<file path="config.mk">
export PLATFORM = sky130hd
export DESIGN_NAME = dgat_ctrl
export DESIGN_NICKNAME = d
export VERILOG_FILES = /design/src/rtl/dgat_pkg.sv /design/src/rtl/dgat_pick.sv /design/src/rtl/dgat_ctrl.sv
export SDC_FILE = /design/constraint.sdc
export NUM_CORES = 1
export LEC_CHECK = 0
export BUFFER_PORTS_ARGS = -buffer_cell sky130_fd_sc_hd__buf_2
export CORE_MARGIN = 4
export CORE_UTILIZATION = 35
export CTS_CLUSTER_DIAMETER = 100
export CTS_CLUSTER_SIZE = 16
export DETAILED_ROUTE_END_ITERATION = 6
export PLACE_DENSITY = 0.7
export SKIP_LAST_GASP = 1
export SLEW_MARGIN = 25
export SYNTH_ARGS = -nofsm -noshare
export SYNTH_HDL_FRONTEND = slang
export SYNTH_SLANG_ARGS = --single-unit
export TNS_END_PERCENT = 10
</file>
<file path="constraint.sdc">
create_clock -name clk_i -period 4.2 [get_ports clk_i]
set_input_delay 0.84 -clock clk_i [delete_from_list [all_inputs] [get_ports clk_i]]
set_output_delay 0.84 -clock clk_i [all_outputs]
set_load 0.01 [all_outputs]
</file>
<file path="src/rtl/dgat_pkg.sv">
// shared constants, types and tile tables for the dual grid autotile block
package dgat_pkg;

  localparam int unsigned MaxWidth  = 64;
  localparam int unsigned MaxHeight = 64;
  localparam int unsigned CoordW    = 7;
  localparam int unsigned ColIdxW   = $clog2(MaxWidth);
  localparam int unsigned RowIdxW   = $clog2(MaxHeight);

  localparam logic [CoordW-1:0] MapWidthRst  = 7'd64;
  localparam logic [CoordW-1:0] MapHeightRst = 7'd64;

  typedef logic [CoordW-1:0]   coord_t;
  typedef logic [ColIdxW-1:0]  col_idx_t;
  typedef logic [RowIdxW-1:0]  row_idx_t;
  typedef logic [MaxWidth-1:0] row_word_t;

  typedef enum logic [1:0] {
    ActSet   = 2'd0,
    ActClear = 2'd1,
    ActQuery = 2'd2
  } action_e;

  typedef enum logic {
    CfgMapWidth  = 1'b0,
    CfgMapHeight = 1'b1
  } cfg_reg_e;

  typedef enum logic [2:0] {
    KindEmpty  = 3'd0,
    KindFull   = 3'd1,
    KindCorner = 3'd2,
    KindEdge   = 3'd3,
    KindNotch  = 3'd4,
    KindDnotch = 3'd5
  } tile_kind_e;

  typedef struct packed {
    logic      rd_en;
    row_idx_t  rd_addr;
    logic      wr_en;
    row_idx_t  wr_addr;
    row_word_t wr_data;
  } mem_req_t;

  typedef struct packed {
    logic       in_range;
    logic [3:0] mask;
    tile_kind_e kind;
    logic [1:0] turns;
  } result_t;

  function automatic tile_kind_e kind_of_mask(input logic [3:0] m);
    tile_kind_e k;
    case (m) inside
      4'd0:                      k = KindEmpty;
      4'd1, 4'd2, 4'd4, 4'd8:    k = KindCorner;
      4'd3, 4'd5, 4'd10, 4'd12:  k = KindEdge;
      4'd6, 4'd9:                k = KindDnotch;
      4'd7, 4'd11, 4'd13, 4'd14: k = KindNotch;
      default:                   k = KindFull;
    endcase
    return k;
  endfunction

  function automatic logic [1:0] turns_of_mask(input logic [3:0] m);
    logic [1:0] t;
    case (m) inside
      4'd1, 4'd6, 4'd10, 4'd11: t = 2'd1;
      4'd2, 4'd12, 4'd14:       t = 2'd2;
      4'd5, 4'd8, 4'd13:        t = 2'd3;
      default:                  t = 2'd0;
    endcase
    return t;
  endfunction

endpackage

</file>
<file path="src/rtl/dgat_pick.sv">
// picks the left and right cells around a visual column from one row word
module dgat_pick (
  input  dgat_pkg::row_word_t rdata_i,
  input  dgat_pkg::coord_t    col_i,
  input  dgat_pkg::coord_t    width_i,
  output logic [1:0]          pair_o
);
  import dgat_pkg::*;

  col_idx_t right_idx;
  col_idx_t left_idx;
  logic     left_ok;
  logic     right_ok;

  assign right_idx = col_i[ColIdxW-1:0];
  assign left_idx  = right_idx - col_idx_t'(1);
  assign left_ok   = (col_i != '0);
  assign right_ok  = (col_i < width_i);

  assign pair_o = {rdata_i[left_idx] & left_ok, rdata_i[right_idx] & right_ok};

endmodule

</file>
<file path="src/rtl/dgat_ctrl.sv">
// sequencer for set, clear and query items over the row memory
module dgat_ctrl (
  input  logic                clk_i,
  input  logic                rst_ni,
  input  logic                start,
  output logic                busy,
  input  logic [1:0]          action_i,
  input  dgat_pkg::coord_t    col_i,
  input  dgat_pkg::coord_t    row_i,
  input  dgat_pkg::coord_t    width_i,
  input  dgat_pkg::coord_t    height_i,
  output dgat_pkg::mem_req_t  mem_req_o,
  input  dgat_pkg::row_word_t mem_rdata_i,
  output dgat_pkg::result_t   result_o,
  output logic                result_valid_o
);
  import dgat_pkg::*;

  typedef enum logic [3:0] {
    StIdle = 4'b0001,
    StRdA  = 4'b0010,
    StRdB  = 4'b0100,
    StRdC  = 4'b1000
  } state_e;

  state_e     state_q, state_d;
  logic [1:0] act_q, act_d;
  coord_t     col_q, col_d;
  coord_t     row_q, row_d;
  logic [1:0] top_q, top_d;
  result_t    res_q, res_d;
  logic       res_valid_q, res_valid_d;

  logic       pair;
  logic [1:0] pick_pair;
  logic       top_ok;
  logic       bot_ok;
  logic [3:0] query_mask;
  row_word_t  wr_word;

  dgat_pick u_pick (
    .rdata_i (mem_rdata_i),
    .col_i   (col_q),
    .width_i (width_i),
    .pair_o  (pick_pair)
  );

  assign pair       = (act_q == ActQuery);
  assign top_ok     = (row_q != '0);
  assign bot_ok     = (row_q < height_i);
  assign query_mask = {top_q, pick_pair & {2{bot_ok}}};

  always_comb begin
    wr_word = mem_rdata_i;
    wr_word[col_q[ColIdxW-1:0]] = (act_q == ActSet);
  end

  always_comb begin
    state_d     = state_q;
    act_d       = act_q;
    col_d       = col_q;
    row_d       = row_q;
    top_d       = top_q;
    res_d       = res_q;
    res_valid_d = 1'b0;
    mem_req_o   = '0;

    unique case (state_q)
      StIdle: begin
        if (start) begin
          act_d = action_i;
          col_d = col_i;
          row_d = row_i;
          res_d = '0;
          case (action_i) inside
            ActSet, ActClear: begin
              if (col_i < width_i && row_i < height_i) begin
                state_d = StRdA;
              end else begin
                res_valid_d = 1'b1;
              end
            end
            ActQuery: begin
              if (col_i <= width_i && row_i <= height_i) begin
                state_d = StRdA;
              end else begin
                res_valid_d = 1'b1;
              end
            end
            default: begin
              res_valid_d = 1'b1;
            end
          endcase
        end
      end
      StRdA: begin
        mem_req_o.rd_en   = 1'b1;
        mem_req_o.rd_addr = pair ? row_q[RowIdxW-1:0] - row_idx_t'(1)
                                 : row_q[RowIdxW-1:0];
        state_d = StRdB;
      end
      StRdB: begin
        if (pair) begin
          top_d             = pick_pair & {2{top_ok}};
          mem_req_o.rd_en   = 1'b1;
          mem_req_o.rd_addr = row_q[RowIdxW-1:0];
          state_d           = StRdC;
        end else begin
          mem_req_o.wr_en   = 1'b1;
          mem_req_o.wr_addr = row_q[RowIdxW-1:0];
          mem_req_o.wr_data = wr_word;
          res_d             = '0;
          res_d.in_range    = 1'b1;
          res_valid_d       = 1'b1;
          state_d           = StIdle;
        end
      end
      StRdC: begin
        res_d.in_range = 1'b1;
        res_d.mask     = query_mask;
        res_d.kind     = kind_of_mask(query_mask);
        res_d.turns    = turns_of_mask(query_mask);
        res_valid_d    = 1'b1;
        state_d        = StIdle;
      end
      default: begin
        state_d = StIdle;
      end
    endcase
  end

  always_ff @(posedge clk_i or negedge rst_ni) begin
    if (!rst_ni) begin
      state_q     <= StIdle;
      res_valid_q <= 1'b0;
    end else begin
      state_q     <= state_d;
      res_valid_q <= res_valid_d;
    end
  end

  always_ff @(posedge clk_i) begin
    act_q <= act_d;
    col_q <= col_d;
    row_q <= row_d;
    top_q <= top_d;
    res_q <= res_d;
  end

  assign busy           = (state_q != StIdle);
  assign result_o       = res_q;
  assign result_valid_o = res_valid_q;

endmodule

</file>
After elaboration in Yosys (flattened, before gate mapping)
Cells that the tools add are included.
{"block": "word_totals", "ff_bits": 33, "in_bits": 97, "out_inout_bits": 90, "word_cells": 110}
{"block": "op_classes", "addsub": 2, "n_lt_le_gt_ge": 9, "n_eq_ne": 27, "n_mux": 37, "bitwise": 4, "n_reduce_logical": 21}
{"op": "two-way mux 71 bit", "n": 2}
{"op": "bitwise mux 64 bit", "n": 1}
{"op": "equality test 4 bit, second input constant", "n": 8}
{"op": "one-hot mux 10 bit (3 select lines)", "n": 1}
{"op": "< comparator 7 bit", "n": 4}
{"op": "two-way mux 4 bit", "n": 6}
{"op": "equality test 4 x 3 -> 1 bit, second input constant", "n": 5}
{"op": "two-way mux 10 bit", "n": 2}
{"op": "OR reduction 4 bit", "n": 4}
{"op": "two-way mux 3 bit", "n": 5}
{"op": "<= comparator 7 bit", "n": 2}
{"op": "< comparator 6 x 7 -> 1 bit, second input constant", "n": 2}
{"op": "one-hot mux 7 bit (2 select lines)", "n": 1}
{"op": "nonzero test 7 bit", "n": 2}
{"op": "binary-select mux 1 bit (select 6 bit)", "n": 2}
{"op": "equality test 4 x 2 -> 1 bit, second input constant", "n": 3}
{"op": "one-hot mux 4 bit (3 select lines)", "n": 1}
{"op": "subtractor 6 x 1 -> 6 bit, second input constant", "n": 2}
{"op": "two-way mux 1 bit", "n": 9}
{"op": "inequality test 3 bit, second input constant", "n": 3}
{"op": "equality test 4 x 1 -> 1 bit, second input constant", "n": 2}
{"op": "two-way mux 7 bit", "n": 1}
{"op": "demux 1 bit (select 6 bit)", "n": 1}
{"op": ">= comparator 6 x 1 -> 1 bit, second input constant", "n": 1}
{"op": "18 further kinds", "n": 30}

Logic depth before layout (Yosys ltp)
Gate-level depths: netlist of the first run.
{"block": "logic_depth", "word_depth": 13, "mapped_depth": 15, "ltp_nobuf": 10}

Modules after synthesis
From an unflattened synthesis of the first run, not the netlist that was laid out.
{"block": "unflattened", "hier_cells": 595, "hier_area_um2": 4864.7}
{"module": "dgat_ctrl", "n_inst": 1, "cells_each": 461, "area_per_inst_um2": 3427.0, "seq_area_each_um2": 967.2}
{"module": "dgat_pick", "n_inst": 1, "cells_each": 134, "area_per_inst_um2": 1437.6, "seq_area_each_um2": 0.0}

Worst setup path before layout of the first run
Ideal clock, no wire load.
{"block": "synth_path", "path_type": "reg2reg", "startpoint": "reg col_q[0]", "endpoint": "reg res_q, in the netlist result_o[0] (data pin)", "setup_ps": 270, "t_arrival_ps": 3035, "required_ps": 3930, "path_slack_ps": 894, "stages_incl_launch_ff": 15, "path_buffers": 5, "synth_period_minus_slack_ps": 3306, "cell_sequence": "edfxtp_1 buf_6 buf_12 inv_2 buf_2 ha_1 buf_2 buf_2 mux4_2 mux2i_1 o21ai_0 and4_1 nor4_2 a211o_1 a31oi_1"}
{"element": "start: declaration", "line_no": "dgat_ctrl.sv:28", "source": "coord_t col_q, col_d;"}
{"element": "start signal: assignment", "line_no": "dgat_ctrl.sv:144", "source": "col_q <= col_d;"}
{"element": "end signal: assignment", "line_no": "dgat_ctrl.sv:147", "source": "res_q <= res_d;"}
{"element": "end: declaration", "line_no": "dgat_ctrl.sv:31", "source": "result_t res_q, res_d;"}

==> impl_metrics.tcl, run 1 <==
set metrics [dict create \
    reg2reg_from "col_q[2]$_DFFE_PP_" \
    syn_area_per_cell_um2 8.12 \
    cts.sinks 33 \
    post_cts_buffers 0 \
    htreeDepth 2 \
    fin_nets 893 \
    wl_per_cell_um 18.0 \
    final_area_um2 6110 \
    synth_cell_types 78 \
    yosys_warnings 0 \
    dp_hpwl_mm 12.9 \
    setup_viol 0 \
    fmax_ghz 0.287 \
    gr-total-overflow 0 \
    synth_ff_type "edfxtp_1" \
    die_w_um 128 \
    clk_latency_ns 0.27 \
    areaGrowthSynthToFinish_pct 22.1 \
    clock_path_buffers 2 \
    hp-class "primary input to asynchronous set/reset pin" \
    reg2reg_depth 10 \
    postSynthNetCount 746 \
    drc 0 \
    grt_usage 0.197 \
    clock-root-buffer "clkbuf_16" \
    status "completed" \
    layout_commonest_cell "buf_2" \
    row_count 43 \
    ys_top_cells_by_area "edfxtp_1 17%, mux4_2 9.0%, a21oi_1 8.7%" \
    preCtsSetupSlack_ns 0.787 \
    worstReg2RegEnd "result_o[2]$_DFFE_PP_" \
    cts_buffers 5 \
    skew_ns 0.00413 \
    required_ns 3.36 \
    gp_congestion 0.841 \
    synth_top_area_cell "edfxtp_1" \
    reg2reg_slack_ns 0.81 \
    critical_path.endpoint_type "output pin" \
    initial_core_util 0.359 \
    io_buffers 186 \
    io_pins 187 \
    first_global_vias 5076 \
    grt_pass1_wl_mm 26.5 \
    crit_arrival_ns 2.64 \
    fp.dieArea_um2 16300 \
    dr_wl_met3_mm 1.20 \
    p_leak_nw 2.65 \
    worst_slew_pin_slew_ns 0.742 \
    crit_start "col_q[2]$_DFFE_PP_" \
    cp-start-kind "flip-flop" \
    min_period_over_period 0.828 \
    drtIter0Drc 368 \
    finalPower_mw 1.86 \
    max-vdd-ir-drop_mv 0.141 \
    num_vias 5529 \
    via_per_inst 5.84 \
    power.density_nw_per_um2 304 \
    placed_cell_area_um2 5970 \
    path_clk_slew_ns 0.05 \
    ant_nets 0 \
    hold_buffers 0 \
    relSlewSlack 0.505 \
    die-height_um 128 \
    synth_edf_count 28 \
    dr.max_layer_used "met4" \
    drt_pass1_iterations 5 \
    maxCapViolations 0 \
    postSynth.asyncResetShare 0.152 \
    cts_resized 0 \
    grt_max_degree 65 \
    critical_path_class "flip-flop to output pin" \
    rsz0062_at_grt "no" \
    routed_wl_mm 17.1 \
    hold_viol 0 \
    final_cell_mix "186 x buf_2, 87 x a21oi_1, 79 x o21ai_0, 68 x or3_1, 33 x nor2_1" \
    antenna_found_initial 1 \
    layout-drive-gt1-share 0.322 \
    synth_top_area_share 0.168 \
    worst_slack_ns 0.721 \
    route.met2.wl_mm 8.00 \
    slew_viol_final 0 \
    wl_met1_mm 7.63 \
    timing.setup.tns_ns 0 \
    coreArea_um2 13900 \
    netlist_area_um2 5010 \
    synth_seq_cells 33 \
    yosysSeqAreaShare 0.193 \
    cts_tree "yes" \
    synth_cells 617 \
    fin_crit_ns 3.48 \
    whs_ns 0.366 \
    cp_max_fo 31 \
]
[stage by stage]
step | std cells | utilization
2_1_floorplan | 617 | -
3_3_place_gp | 937 | 0.428
3_5_place_dp | 937 | 0.428
4_1_cts | 945 | 0.438
5_1_grt | 946 | 0.439
6_report | 946 | 0.439
[synth_stat cells (3+ instances only)]
cell	instances
nand3_1	8
edfxtp_1	28
clkbuf_1	43
buf_2	6
mux4_2	20
or3_1	68
nand2b_1	9
o21ai_0	79
mux4_1	6
a21o_1	5
a211o_1	3
o211ai_1	5
buf_4	5
nor3_1	5
a21oi_1	87
nor2_1	33
inv_1	28
dfrtp_1	4
ha_1	32
nand4_1	9
nor2b_1	5
nand2_1	18
nand3b_1	10
o22ai_1	9
a211oi_1	4
nor3b_1	7
a31oi_1	5
and3_1	4
mux2i_1	11
buf_6	3
[cell type report]
| type | count | area [µm²] |
|---|---|---|
| fillers | 1388 | 7820 |
| multi-input cells | 496 | 3640 |
| repair buffers | 199 | 1030 |
| flip-flops and latches | 33 | 967 |
| well taps | 180 | 225 |
| clock buffers | 6 | 129 |
| inverters | 29 | 109 |
| clock inverters | 2 | 10.0 |
| diodes | 1 | 2.50 |
[worst max-delay path by stage]
stage / end / slack, ns / depth (start not counted)
floorplan: result_o[0]$_DFFE_PP_ / 0.89 / 14
global placement: result_o[2]$_DFFE_PP_ / 0.81 / 9
detailed placement: result_o[2]$_DFFE_PP_ / 0.79 / 9
CTS: mem_req_o[1] / 0.75 / 6
global route: mem_req_o[1] / 0.57 / 6
finish: mem_req_o[1] / 0.72 / 6
[logic make-up after synthesis]
logic type | count (synthesis) | share of synthesized area
AO/OA/AOI/OAI | 224 | 0.257
XOR/XNOR | 3 | 0.00675
flip-flops | 33 | 0.193
multiplexers | 38 | 0.146
buffers and inverters | 88 | 0.0812
adder cells (fa/ha/maj) | 32 | 0.0799
AND/OR/NAND/NOR | 199 | 0.236
[sequential cells by signal, indices dropped and copies added, names as in the netlist]
name and count:
result_o 10, col_q 7, row_q 7, state_q 4
act_q 2, top_q 2, result_valid_o 1
[worst max-delay path, stage by stage, from the launching register on]
cell and delay (ns):
edfxtp_1 0.49, buf_4 0.30, or2b_1 0.29, nand2b_1 0.46, or3_1 0.49, a21oi_1 0.15, buf_2 0.16
[routing by layer]
layer,up-vias,GRT usage
met5,-,0
met1,2591,0.283
met3,19,0.0305
met2,259,0.309
li1,2660,-
met4,0,0.0518
[power breakdown]
| part | internal, mW | switching, mW |
|---|---|---|
| clock | 0.217 | 0.128 |
| combinational | 0.418 | 0.608 |
| sequential | 0.434 | 0.0558 |
| total | 1.07 | 0.792 |
Power figures use the tool's default switching activity.
==> run 2: changes to the inputs <==
--- a/config.mk
+++ b/config.mk
@@ -5,13 +5,14 @@
 export SDC_FILE = /design/constraint.sdc
 export NUM_CORES = 1
 export LEC_CHECK = 0
+export ABC_AREA = 1
 export BUFFER_PORTS_ARGS = -buffer_cell sky130_fd_sc_hd__buf_2
 export CORE_MARGIN = 4
 export CORE_UTILIZATION = 35
 export CTS_CLUSTER_DIAMETER = 100
 export CTS_CLUSTER_SIZE = 16
 export DETAILED_ROUTE_END_ITERATION = 6
-export PLACE_DENSITY = 0.7
+export PLACE_DENSITY = 0.73
 export SKIP_LAST_GASP = 1
 export SLEW_MARGIN = 25
 export SYNTH_ARGS = -nofsm -noshare
==> constraint.sdc (replaced) <==
create_clock -name clk_i -period 3.1 [get_ports clk_i]
set_input_delay 0.62 -clock clk_i [delete_from_list [all_inputs] [get_ports clk_i]]
set_output_delay 0.62 -clock clk_i [all_outputs]
set_load 0.01 [all_outputs]
==> run 2 against run 1 <==
Non-clock buffer count grew 1. Die area shrank 2.2%. Clock-buffer cell count increased by 2. Worst setup slack lost 0.62 ns. First-iteration DRC count up 57%. Critical path depth stayed put. Routed wire length is 2.4% higher. Sequential power increased by 37%. Cell area fell by 0.37%. Utilization increased by 1.4 points. Combinational power rose by 40%. Synthesized area decreased by 2.3%.
==> impl_metrics.tcl, run 2 <==
set metrics [dict create \
    status "completed" \
    cts_buffers 5 \
    critical_path.endpoint_type "output pin" \
    combPwrFrac 0.556 \
    via_per_inst 5.18 \
    synth_ff_type "edfxtp_1" \
    largest_reg_flops 10 \
    synth_cells 855 \
    yosys-top-cells-count "283 x nand2_1, 112 x nor2_1, 84 x nand3_1, 78 x a21oi_1, 70 x o21ai_0" \
    path_clk_slew_ns 0.05 \
    clk_latency_ns 0.27 \
    setup_viol 0 \
    wl_per_cell_um 14.5 \
    cp_max_fo 67 \
    placed_cells 1190 \
    gp_congestion 0.902 \
    worst_slack_ns 0.102 \
    final_area_um2 6090 \
    preCtsSetupSlack_ns 0.324 \
    fmax_ghz 0.334 \
    yosysSeqAreaShare 0.198 \
    clock-root-buffer "clkbuf_16" \
    synth_cell_types 34 \
    io_buffers 186 \
    final_cell_mix "283 x nand2_1, 186 x buf_2, 111 x nor2_1, 84 x nand3_1, 78 x a21oi_1" \
    fin_crit_ns 3.00 \
    crit_arrival_ns 2.38 \
    io_pins 187 \
    routed_wl_mm 17.5 \
    synth_edf_count 28 \
    reg2reg_depth 14 \
    power.density_nw_per_um2 424 \
    relSlewSlack 0.559 \
    finalNonFillerCells 1203 \
    required_ns 2.48 \
    synth_seq_cells 33 \
    hold_buffers 0 \
    slew_viol_final 0 \
    skew_ns 0.00962 \
    ant_nets 0 \
    yosysMostFrequentCell "nand2_1" \
    p_leak_nw 3.32 \
    grt_pass1_wl_mm 27.6 \
    netlist_area_um2 4890 \
    reg2reg_slack_ns 0.33 \
    ys_top_cells_by_area "nand2_1 22%, edfxtp_1 17%, nand3_1 8.6%" \
    critical_path_class "flip-flop to output pin" \
    die_w_um 126 \
    layout-drive-gt1-share 0.221 \
    hold_viol 0 \
    maxCapViolations 0 \
    yosys_warnings 0 \
    fp.dieArea_um2 15900 \
    first_global_vias 5482 \
    worst_slew_pin_slew_ns 0.661 \
    coreArea_um2 13500 \
    switching_share 0.463 \
    fin_nets 1153 \
    max-vdd-ir-drop_mv 0.288 \
    initial_core_util 0.364 \
    row_count 42 \
    drt_pass1_iterations 6 \
    postSynth.asyncResetShare 0.152 \
    cp-start-kind "flip-flop" \
    pwr-share-clk 0.186 \
    hp-class "primary input to asynchronous set/reset pin" \
    syn_area_per_cell_um2 5.72 \
    num_vias 6226 \
    seq_power_share 0.258 \
    cts_tree "yes" \
    grt_usage 0.206 \
    placed_cell_area_um2 5910 \
    synth_top_area_share 0.217 \
    dp_hpwl_mm 13.5 \
    intPower_mw 1.39 \
    clock_path_buffers 2 \
    min_period_over_period 0.967 \
    rsz0062_at_grt "yes" \
    htreeDepth 2 \
    postSynthNetCount 984 \
    antenna_found_initial 1 \
    cts.sinks 33 \
    areaGrowthSynthToFinish_pct 24.5 \
    drc 0 \
    die-height_um 126 \
    drtIter0Drc 576 \
    gr-total-overflow 0 \
    layout_commonest_cell "nand2_1" \
    switchingPower_mw 1.20 \
    synth_top_area_cell "nand2_1" \
    grt_max_degree 68 \
]
## run 2: repair_timing
action | in CTS | in global routing
endpoints found under the setup margin | 0 | 27
gates resized for setup | 0 | 1
setup buffers | 0 | 3
## run 2: power groups by stage
stage                     clock [mW]  sequential, mW  combinational [mW]
after floorplan                    0           0.694               0.973
after global placement             0           0.681                1.39
after detailed placement           0           0.687                1.41
after CTS                      0.489           0.678                1.41
after global routing           0.511           0.682                1.63
final                          0.481           0.668                1.44
## run 2: area by class of cell
type | instances | area, µm²
Fill cell | 1508 | 7360
Inverter | 71 | 272
Timing Repair Buffer | 200 | 1040
Clock buffer | 8 | 146
Antenna cell | 2 | 5.00
Tap cell | 176 | 220
Multi-Input combinational cell | 713 | 3450
Sequential cell | 33 | 967
## run 2: logic make-up after synthesis
kind of cell,synth area share
AND/OR/NAND/NOR,0.439
AO/OA/AOI/OAI,0.174
buffers and inverters,0.0995
flip-flops,0.198
adder cells (fa/ha/maj),0.0818
XOR/XNOR,0.00716
## run 2: final timing paths
check	startpoint	endpoint
worst max-delay path	col_q[0]$_DFFE_PP_	mem_req_o[60]
worst min-delay path	rst_ni	result_valid_o$_DFF_PN0_
worst max register to register	col_q[0]$_DFFE_PP_	result_o[3]$_DFFE_PP_
worst min register to register	state_q[2]$_DFFE_PN0P_	state_q[2]$_DFFE_PN0P_
max in group asynchronous	rst_ni	state_q[0]$_DFFE_PN1P_
min in group clk_i	row_i[3]	row_q[3]$_DFFE_PP_
## run 2: critical path, stage by stage, from the launching register on
cell and delay [ns]:
edfxtp_1 0.43, buf_4 0.56, nor3_1 0.10, inv_1 0.36
nor2_1 0.10, a211oi_1 0.33, buf_2 0.19
## run 2: per-stage QoR
stage | setup TNS [ns] | hold WS, ns | power, mW | utilization
finish | 0 | 0.157 | 2.58 | 0.453
CTS | 0 | 0.155 | 2.58 | 0.450
floorplan | 0 | 0.324 | 1.67 | -
global route | -0.0712 | 0.157 | 2.82 | 0.453
detailed placement | 0 | 0.437 | 2.09 | 0.440
global placement | 0 | 0.434 | 2.07 | 0.440
## run 2: metal layers
metal  vias up  track usage  part of all wire
met4         0       0.0461             0.018
met2       284        0.330              0.45
met3        25       0.0309             0.085
li1       3170            -                 -
met5         -            0                 0
met1      2747        0.294              0.45
